### src/rtl/madc_pkg.sv
// Shared types and constants for the multiplexed ADC scanner.
// Holds scan geometry, register indexes, mode codes and channel payload types.
// No dependencies.
`timescale 1ns / 1ps

package madc_pkg;

   // Scan geometry.
   localparam int MUX_COUNT  = 2;
   localparam int MUX_INPUTS = 16;
   localparam int CHANNELS   = 32;

   localparam int MUX_W  = (MUX_COUNT > 1) ? $clog2(MUX_COUNT) : 1;
   localparam int IN_W   = $clog2(MUX_INPUTS);
   localparam int IDX_W  = $clog2(CHANNELS);
   // Wide enough for any scan or read channel number.
   localparam int CMP_W  = 8;

   localparam int ACC_W   = 16;
   localparam int VALUE_W = 10;
   localparam int PASS_W  = 5;

   localparam logic [ACC_W-1:0]   ACC_MAX   = 16'hFFFF;
   localparam logic [VALUE_W-1:0] VALUE_MAX = 10'd1023;
   localparam logic [PASS_W-1:0]  PASS_MAX  = 5'd31;

   // Configuration register indexes.
   localparam int CSR_IDX_W = 3;
   localparam int CSR_DATA_W = 10;
   localparam logic [CSR_IDX_W-1:0] CSR_SAMPLE_SHIFT    = 3'd0;
   localparam logic [CSR_IDX_W-1:0] CSR_PASS_TARGET     = 3'd1;
   localparam logic [CSR_IDX_W-1:0] CSR_HIGH_THRESHOLD  = 3'd2;
   localparam logic [CSR_IDX_W-1:0] CSR_LOW_THRESHOLD   = 3'd3;
   localparam logic [CSR_IDX_W-1:0] CSR_HIGH_ADDITION   = 3'd4;
   localparam logic [CSR_IDX_W-1:0] CSR_LOW_SUBTRACTION = 3'd5;

   // Transaction modes.
   localparam logic [1:0] MODE_SAMPLE  = 2'd0;
   localparam logic [1:0] MODE_READ    = 2'd1;
   localparam logic [1:0] MODE_RESTART = 2'd2;

   typedef struct packed {
      logic [1:0] mode;
      logic [9:0] sample;
      logic [4:0] channel;
   } madc_req_type;

   typedef struct packed {
      logic [9:0] value;
      logic       data_ready;
      logic       next_mux;
      logic [3:0] next_mux_input;
   } madc_rsp_type;

   // Commands from the sequencer to the datapath.
   typedef struct packed {
      logic capture;
      logic load;
      logic apply;
   } madc_cmd_type;

endpackage

### src/rtl/mux_adc_scan_edge_hysteresis.sv
// Multiplexed ADC scanner with per-channel oversampling and edge hysteresis.
// Instantiates the sequencer madc_ctrl and the datapath madc_dp; uses madc_pkg.
//
// Usage:
//   A transaction is taken at a rising edge with start high and busy low.
//   req_data.mode selects a conversion result (added to the channel under scan,
//   then the scan position steps; dropped once the pass target is reached), a
//   channel read (shifted, clamped, hysteresis applied, accumulator cleared) or
//   a restart of the scan. Every transaction gives one response: rsp_valid is
//   high for exactly one cycle with rsp_data, after the sequencer captures the
//   transaction, fetches the accumulator entry and writes it back. busy is
//   high during the fetch and write-back, so a new transaction is taken only
//   once the last one has been written back.
//   The response is held in an output register and cannot be stalled.
//   Configuration registers are written through csr_we/csr_index/csr_wdata
//   at any edge, and should only change while the block is idle.
//   Synchronous reset restores the register defaults, clears all
//   accumulators, hysteresis flags and scan counters at once.
`timescale 1ns / 1ps

module mux_adc_scan_edge_hysteresis (
   input  logic                   clock,
   input  logic                   reset,
   input  logic                   start,
   output logic                   busy,
   input  madc_pkg::madc_req_type req_data,
   output logic                   rsp_valid,
   output madc_pkg::madc_rsp_type rsp_data,
   input  logic                   csr_we,
   input  logic [2:0]             csr_index,
   input  logic [9:0]             csr_wdata
);
   import madc_pkg::*;

   madc_cmd_type cmd;

   madc_ctrl u_ctrl (
      .clock (clock),
      .reset (reset),
      .start (start),
      .busy  (busy),
      .cmd   (cmd)
   );

   madc_dp u_dp (
      .clock     (clock),
      .reset     (reset),
      .cmd       (cmd),
      .req_data  (req_data),
      .csr_we    (csr_we),
      .csr_index (csr_index),
      .csr_wdata (csr_wdata),
      .rsp_valid (rsp_valid),
      .rsp_data  (rsp_data)
   );

   // Every accepted transaction produces its response.
   a_rsp_latency: assert property (@(posedge clock) disable iff (reset)
      (start && !busy) |-> ##3 rsp_valid)
      else $error("response missing three cycles after accept");

   // A response is only presented once the sequencer is back at idle.
   a_rsp_idle: assert property (@(posedge clock) disable iff (reset)
      rsp_valid |-> !busy)
      else $error("response while sequencer busy");

   // Responses never come in consecutive cycles.
   a_rsp_single: assert property (@(posedge clock) disable iff (reset)
      rsp_valid |=> !rsp_valid)
      else $error("response strobe longer than one cycle");

endmodule

### src/rtl/madc_ctrl.sv
// Sequencer for the multiplexed ADC scanner.
// Steps each transaction through capture, accumulator fetch and update.
// Depends on madc_pkg.
`timescale 1ns / 1ps

module madc_ctrl (
   input  logic                  clock,
   input  logic                  reset,
   input  logic                  start,
   output logic                  busy,
   output madc_pkg::madc_cmd_type cmd
);
   import madc_pkg::*;

   localparam logic [1:0] ST_IDLE  = 2'd0;
   localparam logic [1:0] ST_LOAD  = 2'd1;
   localparam logic [1:0] ST_APPLY = 2'd2;

   logic [1:0] state_ff;
   logic [1:0] state_in;

   always_comb begin
      state_in    = state_ff;
      cmd.capture = 1'b0;
      cmd.load    = 1'b0;
      cmd.apply   = 1'b0;
      case (state_ff)
         ST_IDLE: begin
            if (start) begin
               cmd.capture = 1'b1;
               state_in    = ST_LOAD;
            end
         end
         ST_LOAD: begin
            cmd.load = 1'b1;
            state_in = ST_APPLY;
         end
         ST_APPLY: begin
            cmd.apply = 1'b1;
            state_in  = ST_IDLE;
         end
         default: begin
            state_in = ST_IDLE;
         end
      endcase
   end

   always_ff @(posedge clock) begin
      if (reset) begin
         state_ff <= ST_IDLE;
      end else begin
         state_ff <= state_in;
      end
   end

   assign busy = (state_ff != ST_IDLE);

endmodule

### src/rtl/madc_dp.sv
// Datapath of the multiplexed ADC scanner: configuration registers, per-channel
// accumulators and hysteresis flags, scan counters and the response register.
// Depends on madc_pkg.
`timescale 1ns / 1ps

module madc_dp (
   input  logic                   clock,
   input  logic                   reset,
   input  madc_pkg::madc_cmd_type cmd,
   input  madc_pkg::madc_req_type req_data,
   input  logic                   csr_we,
   input  logic [2:0]             csr_index,
   input  logic [9:0]             csr_wdata,
   output logic                   rsp_valid,
   output madc_pkg::madc_rsp_type rsp_data
);
   import madc_pkg::*;

   // Configuration.
   logic [2:0]  shift_ff;
   logic [4:0]  target_ff;
   logic [9:0]  high_thr_ff;
   logic [9:0]  low_thr_ff;
   logic [5:0]  high_add_ff;
   logic [5:0]  low_sub_ff;

   // Channel state.
   logic [ACC_W-1:0] acc_ff [CHANNELS];
   logic [CHANNELS-1:0] high_act_ff;
   logic [CHANNELS-1:0] low_act_ff;
   logic [IN_W-1:0]   scan_in_ff;
   logic [IN_W-1:0]   scan_in_in;
   logic [MUX_W-1:0]  scan_mux_ff;
   logic [MUX_W-1:0]  scan_mux_in;
   logic [PASS_W-1:0] pass_ff;
   logic [PASS_W-1:0] pass_in;

   // Per-transaction registers.
   madc_req_type      req_ff;
   logic [IDX_W-1:0]  idx_ff;
   logic              ch_ok_ff;
   logic [ACC_W-1:0]  acc_rd_ff;

   logic              rsp_valid_ff;
   madc_rsp_type      rsp_ff;
   madc_rsp_type      rsp_in;

   // Fetch-stage signals.
   logic [CMP_W-1:0]  scan_ch;
   logic [CMP_W-1:0]  sel_ch;

   // Update-stage signals.
   logic              acc_we;
   logic [ACC_W-1:0]  acc_in;
   logic              flag_we;
   logic              high_act_in;
   logic              low_act_in;
   logic [ACC_W:0]    sum;
   logic [ACC_W-1:0]  sum_sat;
   logic [ACC_W-1:0]  shifted;
   logic [9:0]        level;
   logic signed [11:0] v_s;
   logic signed [11:0] ht_s;
   logic signed [11:0] lt_s;
   logic signed [11:0] add_s;
   logic signed [11:0] sub_s;
   logic [9:0]        up_val;
   logic [9:0]        dn_val;
   logic [9:0]        value;
   logic              in_last;
   logic              mux_last;

   function automatic logic [9:0] clamp10(input logic signed [11:0] v);
      logic [9:0] r;
      if (v < 12'sd0) begin
         r = '0;
      end else if (v > signed'({2'b00, VALUE_MAX})) begin
         r = VALUE_MAX;
      end else begin
         r = v[9:0];
      end
      return r;
   endfunction

   always_ff @(posedge clock) begin
      if (reset) begin
         shift_ff    <= 3'd2;
         target_ff   <= 5'd4;
         high_thr_ff <= 10'd1000;
         low_thr_ff  <= 10'd25;
         high_add_ff <= 6'd25;
         low_sub_ff  <= 6'd25;
      end else if (csr_we) begin
         case (csr_index)
            CSR_SAMPLE_SHIFT:    shift_ff    <= csr_wdata[2:0];
            CSR_PASS_TARGET:     target_ff   <= csr_wdata[4:0];
            CSR_HIGH_THRESHOLD:  high_thr_ff <= csr_wdata;
            CSR_LOW_THRESHOLD:   low_thr_ff  <= csr_wdata;
            CSR_HIGH_ADDITION:   high_add_ff <= csr_wdata[5:0];
            CSR_LOW_SUBTRACTION: low_sub_ff  <= csr_wdata[5:0];
            default: begin
            end
         endcase
      end
   end

   // Channel that the transaction touches: the scan position for a
   // conversion, the requested channel for a read.
   assign scan_ch = CMP_W'(scan_mux_ff) * CMP_W'(MUX_INPUTS) + CMP_W'(scan_in_ff);
   assign sel_ch  = (req_ff.mode == MODE_READ) ? CMP_W'(req_ff.channel) : scan_ch;

   always_ff @(posedge clock) begin
      if (cmd.capture) begin
         req_ff <= req_data;
      end
      if (cmd.load) begin
         idx_ff    <= sel_ch[IDX_W-1:0];
         ch_ok_ff  <= (sel_ch < CMP_W'(CHANNELS));
         acc_rd_ff <= acc_ff[sel_ch[IDX_W-1:0]];
      end
   end

   assign sum     = {1'b0, acc_rd_ff} + (ACC_W + 1)'(req_ff.sample);
   assign sum_sat = sum[ACC_W] ? ACC_MAX : sum[ACC_W-1:0];
   assign shifted = acc_rd_ff >> shift_ff;
   assign level   = (shifted > ACC_W'(VALUE_MAX)) ? VALUE_MAX : shifted[9:0];

   assign v_s   = signed'({2'b00, level});
   assign ht_s  = signed'({2'b00, high_thr_ff});
   assign lt_s  = signed'({2'b00, low_thr_ff});
   assign add_s = signed'({6'b000000, high_add_ff});
   assign sub_s = signed'({6'b000000, low_sub_ff});
   assign up_val = clamp10(v_s + add_s);
   assign dn_val = clamp10(v_s - sub_s);

   assign in_last  = (scan_in_ff == IN_W'(MUX_INPUTS - 1));
   assign mux_last = (scan_mux_ff == MUX_W'(MUX_COUNT - 1));

   always_comb begin
      pass_in     = pass_ff;
      scan_in_in  = scan_in_ff;
      scan_mux_in = scan_mux_ff;
      acc_we      = 1'b0;
      acc_in      = '0;
      flag_we     = 1'b0;
      high_act_in = high_act_ff[idx_ff];
      low_act_in  = low_act_ff[idx_ff];
      value       = '0;
      case (req_ff.mode)
         MODE_SAMPLE: begin
            // Conversions are dropped once the pass target has been reached.
            if (pass_ff < target_ff) begin
               acc_we = ch_ok_ff;
               acc_in = sum_sat;
               if (in_last) begin
                  scan_in_in = '0;
                  if (mux_last) begin
                     scan_mux_in = '0;
                     if (pass_ff < PASS_MAX) begin
                        pass_in = pass_ff + 1'b1;
                     end
                  end else begin
                     scan_mux_in = scan_mux_ff + 1'b1;
                  end
               end else begin
                  scan_in_in = scan_in_ff + 1'b1;
               end
            end
         end
         MODE_READ: begin
            if (ch_ok_ff) begin
               acc_we  = 1'b1;
               flag_we = 1'b1;
               if (v_s > ht_s) begin
                  high_act_in = 1'b1;
                  low_act_in  = 1'b0;
                  value       = up_val;
               end else if (v_s < ht_s - add_s) begin
                  high_act_in = 1'b0;
                  if (v_s < lt_s + sub_s) begin
                     if (v_s < lt_s) begin
                        low_act_in = 1'b1;
                        value      = dn_val;
                     end else if (low_act_ff[idx_ff]) begin
                        value = dn_val;
                     end else begin
                        value = level;
                     end
                  end else begin
                     low_act_in = 1'b0;
                     value      = level;
                  end
               end else if (high_act_ff[idx_ff]) begin
                  value = up_val;
               end else begin
                  value = level;
               end
            end
         end
         MODE_RESTART: begin
            pass_in     = '0;
            scan_in_in  = '0;
            scan_mux_in = '0;
         end
         default: begin
         end
      endcase
   end

   assign rsp_in.value          = value;
   assign rsp_in.data_ready     = (pass_in == target_ff);
   assign rsp_in.next_mux       = scan_mux_in[0];
   assign rsp_in.next_mux_input = 4'(scan_in_in);

   always_ff @(posedge clock) begin
      if (reset) begin
         for (int i = 0; i < CHANNELS; i++) begin
            acc_ff[i] <= '0;
         end
         high_act_ff  <= '0;
         low_act_ff   <= '0;
         scan_in_ff   <= '0;
         scan_mux_ff  <= '0;
         pass_ff      <= '0;
         rsp_valid_ff <= 1'b0;
      end else begin
         rsp_valid_ff <= cmd.apply;
         if (cmd.apply) begin
            scan_in_ff  <= scan_in_in;
            scan_mux_ff <= scan_mux_in;
            pass_ff     <= pass_in;
            if (acc_we) begin
               acc_ff[idx_ff] <= acc_in;
            end
            if (flag_we) begin
               high_act_ff[idx_ff] <= high_act_in;
               low_act_ff[idx_ff]  <= low_act_in;
            end
         end
      end
   end

   always_ff @(posedge clock) begin
      if (cmd.apply) begin
         rsp_ff <= rsp_in;
      end
   end

   assign rsp_valid = rsp_valid_ff;
   assign rsp_data  = rsp_ff;

endmodule
### config.mk
export PLATFORM = sky130hd
export DESIGN_NAME = mux_adc_scan_edge_hysteresis
export DESIGN_NICKNAME = d
export VERILOG_FILES = /design/src/rtl/madc_pkg.sv /design/src/rtl/mux_adc_scan_edge_hysteresis.sv /design/src/rtl/madc_ctrl.sv /design/src/rtl/madc_dp.sv
export SDC_FILE = /design/constraint.sdc
export NUM_CORES = 1
export LEC_CHECK = 0
export BUFFER_PORTS_ARGS = -buffer_cell sky130_fd_sc_hd__buf_2
export CAP_MARGIN = 0
export CORE_UTILIZATION = 60
export CTS_CLUSTER_DIAMETER = 50
export DETAILED_ROUTE_END_ITERATION = 10
export PLACE_DENSITY = 0.76
export SLEW_MARGIN = 0
export SYNTH_ARGS = -nofsm -noshare
export SYNTH_HDL_FRONTEND = slang
export SYNTH_SLANG_ARGS = --single-unit
### constraint.sdc
create_clock -name clock -period 9.3 [get_ports clock]
set_clock_uncertainty 0.05 [all_clocks]
set_input_delay 1.86 -clock clock [delete_from_list [all_inputs] [get_ports clock]]
set_output_delay 1.86 -clock clock [all_outputs]
set_load 0.005 [all_outputs]
==> impl_metrics.py <==
metrics = {
    "outcome": {
        "outcome": "complete, no violations",
    },
    "timing": {
        "slew_headroom_pct": 13.7,
        "finalCritPeriodShare_pct": 61.0,
        "hold_viol": 0,
        "final_max_slew_viol_count": 0,
        "tightestPinTransition_ns": 1.29,
        "finalSetupViolCount": 0,
        "fin_setup_tns_ns": 0,
        "fmax_mhz": 176,
        "fin_crit_ns": 5.67,
        "rsz0062_at_grt": "false",
    },
    "cts": {
        "cts_root_buf": "clkbuf_16",
        "cts_buffers": 74,
        "htree_levels": 3,
        "clk_latency_ns": 0.63,
        "cts_setup_buffers": 0,
        "cts_max_path_buffers": 3,
        "cts_hold_buf": 0,
        "ctsResizeCount": 0,
        "cts.sinks": 683,
        "clk_pin_slew_worst_paths_ns": 0.07,
        "tritoncts": "done",
    },
    "logic_synthesis": {
        "synthDominantCellAreaShare_pct": 50.0,
        "synth_enable_flop_cells": 566,
        "ys_warn_count": 0,
        "netlist_top_cells_area": "edfxtp_1 (50%), nand2_1 (7.5%), dfxtp_1 (6.9%)",
        "avgSynthCellArea_um2": 9.94,
        "synth_top_area_cell": "edfxtp_1",
        "synth_fp_nets": 3533,
        "synthDistinctLibCells": 80,
        "async_flop_share_pct": 0,
        "synth.yosys.seq_area_share_pct": 56.9,
        "syn-cell-area_um2": 34000,
        "synth_ff_type": "edfxtp_1",
        "synth_seq_cells": 683,
        "postSynthCellCount": 3417,
    },
    "flow_run": {
        "maxCapViolCount": 0,
    },
    "pwr": {
        "ir_drop_uv": 165,
        "p_switching_mw": 1.87,
        "p_total_mw": 7.07,
        "seq_power_share_pct": 48.9,
        "p_clk_share_pct": 40.0,
        "combPwrFrac_pct": 11.1,
        "powerDensity_nw_per_um2": 191,
        "cellInternalPower_mw": 5.20,
        "p_leak_nw": 13.9,
        "switching_share_pct": 26.5,
    },
    "place": {
        "hpwl_mm": 58.5,
        "place.gp.congestion": 0.929,
        "portBuffers": 51,
        "placed_cell_area_um2": 34600,
    },
    "hold_path": {
        "min_to": "u_dp.low_thr_ff[6]$_SDFFE_PP0P_",
        "min_path_cells": 2,
        "hold_path_startpoint": "u_dp.low_thr_ff[6]$_SDFFE_PP0P_",
        "holdCritPathClass": "reg -> reg",
    },
    "layout": {
        "seq_area_um2": 19300,
        "multi_input_area_um2": 13500,
        "nNetsFinal": 3426,
        "area.growth.synth_to_final_pct": 8.73,
        "layout.cell_area.non_filler_um2": 36900,
        "fillers": 4235,
        "drive_gt1_share_pct": 9.00,
    },
    "drt": {
        "drtAntennaViolNets": 0,
        "via_count": 26700,
        "drc_errors": 0,
        "wl_mm": 94.9,
        "dr.pass1.iters": 5,
        "routedWlPerCell_um": 23.1,
        "avgViaCountPerCell": 6.47,
        "initialDrtViolationCount": 3297,
    },
    "setup_path": {
        "crit_path_end_kind": "flop",
        "r2r_start": "u_dp.shift_ff[1]$_SDFFE_PP1P_",
        "r2r_slack_ns": 3.63,
        "worstReg2RegEnd": "u_dp.low_act_ff[31]$_SDFFE_PP0P_",
        "required_ns": 9.70,
        "worstPathMaxFanout": 32,
        "r2r_cells": 13,
        "worstPathArrival_ns": 6.07,
        "worst_setup_path_start_kind": "flop",
        "path_class": "reg -> reg",
    },
    "floorplanning": {
        "fp.dieW_um": 240,
        "core_um2": 55500,
        "fp.dieArea_um2": 57600,
        "io_pins": 52,
        "die_height_um": 240,
        "initial_utilization_pct": 61.2,
        "rows": 86,
    },
    "global_route": {
        "grt_use_total_pct": 33.2,
        "first_global_vias": 25700,
        "grt_max_degree": 167,
        "antenna_found_initial": 2,
        "gr-total-overflow": 0,
        "grt_pass1_wl_mm": 145,
    },
}
-- placed cells by master (no fill, tap or decap), types with 41 or more instances in the layout --
cell / instances
a21o_1: 42
a21oi_1: 109
a311oi_1: 114
and3_1: 50
buf_2: 50
buf_4: 41
clkbuf_16: 75
dfxtp_1: 117
edfxtp_1: 566
ha_1: 77
inv_1: 63
mux2i_1: 41
nand2_1: 679
nand3_1: 281
nor2_1: 594
-- power groups by stage --
stage                     combinational, mW  sequential [mW]  clock, mW
after floorplan                       0.511             3.49          0
after global placement                0.746             3.51          0
after detailed placement              0.767             3.52          0
after CTS                             0.771             3.45       2.84
after global routing                  0.837             3.46       2.96
final                                 0.787             3.45       2.83
-- critical path, stage by stage, from the launching register on --
cell and delay (ns):
dfxtp_1 0.93, nor3b_1 0.33, o22ai_1 0.21, o41ai_1 0.47
nand2_1 0.45, ha_1 0.48, a211o_1 0.28, a31oi_1 0.15
o21ai_0 0.11, a21o_1 0.19, nor3_4 0.38, o21ai_0 0.23
a2bb2oi_4 0.97, a311oi_1 0.23
-- state kept, by name, summed over array words and instances, names as in the netlist --
register and flops:
u_dp.rsp_data 16, u_dp.rsp_valid 1, u_dp.mux_last 1, u_dp.high_act_ff 32, u_dp.low_thr_ff 10, u_dp.scan_in_ff 4
u_dp.low_act_ff 32, u_dp.pass_ff 5, u_dp.req_ff 17, u_dp.shift_ff 3, u_dp.idx_ff 5, u_dp.high_add_ff 6
u_ctrl.state_ff 2, u_dp.target_ff 5, u_dp.acc_rd_ff 16, u_dp.high_thr_ff 10, u_dp.low_sub_ff 6, u_dp.acc_ff 512
-- worst max path at each step --
stage	from	end	slack, ns	depth (start not counted)
6_report	u_dp.shift_ff[1]$_SDFFE_PP1P_	u_dp.low_act_ff[31]$_SDFFE_PP0P_	3.63	13
5_1_grt	u_dp.shift_ff[1]$_SDFFE_PP1P_	u_dp.low_act_ff[31]$_SDFFE_PP0P_	3.16	13
4_1_cts	u_dp.shift_ff[1]$_SDFFE_PP1P_	u_dp.low_act_ff[10]$_SDFFE_PP0P_	3.70	13
3_5_place_dp	u_dp.shift_ff[1]$_SDFFE_PP1P_	u_dp.low_act_ff[10]$_SDFFE_PP0P_	3.69	13
3_3_place_gp	u_dp.shift_ff[1]$_SDFFE_PP1P_	u_dp.low_act_ff[25]$_SDFFE_PP0P_	3.68	13
2_1_floorplan	u_dp.shift_ff[0]$_SDFFE_PP0P_	u_dp.low_act_ff[10]$_SDFFE_PP0P_	5.33	16
-- through the flow --
step / hold WS (ns) / setup WS [ns] / utilization, % / instances
after floorplan: 0.400 / 5.33 / - / 3417
after global placement: 0.424 / 3.68 / 62.4 / 3982
after detailed placement: 0.432 / 3.69 / 62.4 / 3982
after CTS: 0.440 / 3.70 / 66.5 / 4115
after global routing: 0.454 / 3.16 / 66.5 / 4115
final: 0.440 / 3.63 / 66.5 / 4116
-- kinds of logic (layout without fill, tap and decap cells) --
family / Yosys count / in the layout / share of synthesized area, %
and+or+nand+nor: 1737 / 1737 / 21.6
xor gates and xnor gates: 33 / 33 / 0.851
adders and majority gates: 82 / 82 / 3.13
buffers and inverters: 340 / 290 / 4.05
other: 0 / 1 / 0
AOI/OAI and AO/OA: 472 / 472 / 10.7
DFF: 683 / 683 / 56.9
muxes: 70 / 70 / 2.74
-- Yosys cell counts (6+ instances only) --
cell	number
a211o_1	14
o22ai_1	7
mux2i_1	48
a22o_1	6
a31oi_1	22
mux4_2	18
nor4_1	15
clkbuf_1	217
nor2_1	605
nand4_1	7
nor3b_1	6
buf_2	34
buf_6	6
edfxtp_1	566
nand3_1	281
buf_1	15
xnor2_1	28
o21a_1	10
and3_1	50
a211oi_1	17
o21bai_1	6
a21oi_1	112
inv_1	64
nor2b_1	15
a311oi_1	114
o211ai_1	8
nand2b_1	13
nand3b_1	6
o21ai_0	37
a311oi_2	27
a21o_1	42
dfxtp_1	117
nand2_1	679
nor3_1	27
ha_1	77
or2_2	6
-- area by class of cell --
cell class | count | area share, %
antenna | 1 | 0.00678
clock buffer | 96 | 5.35
clock inverter | 37 | 0.898
inverter | 65 | 0.681
multi-input combinational | 2394 | 36.6
sequential | 683 | 52.4
tap | 748 | 2.53
timing repair buffer | 92 | 1.57
-- per-layer routing --
metal	part of all wire, %	track usage, %
met1	39	44.4
met3	9.8	6.37
met5	0.023	0
met4	5.0	16.6
met2	46	51.8
(Power assumes the default switching activity.)
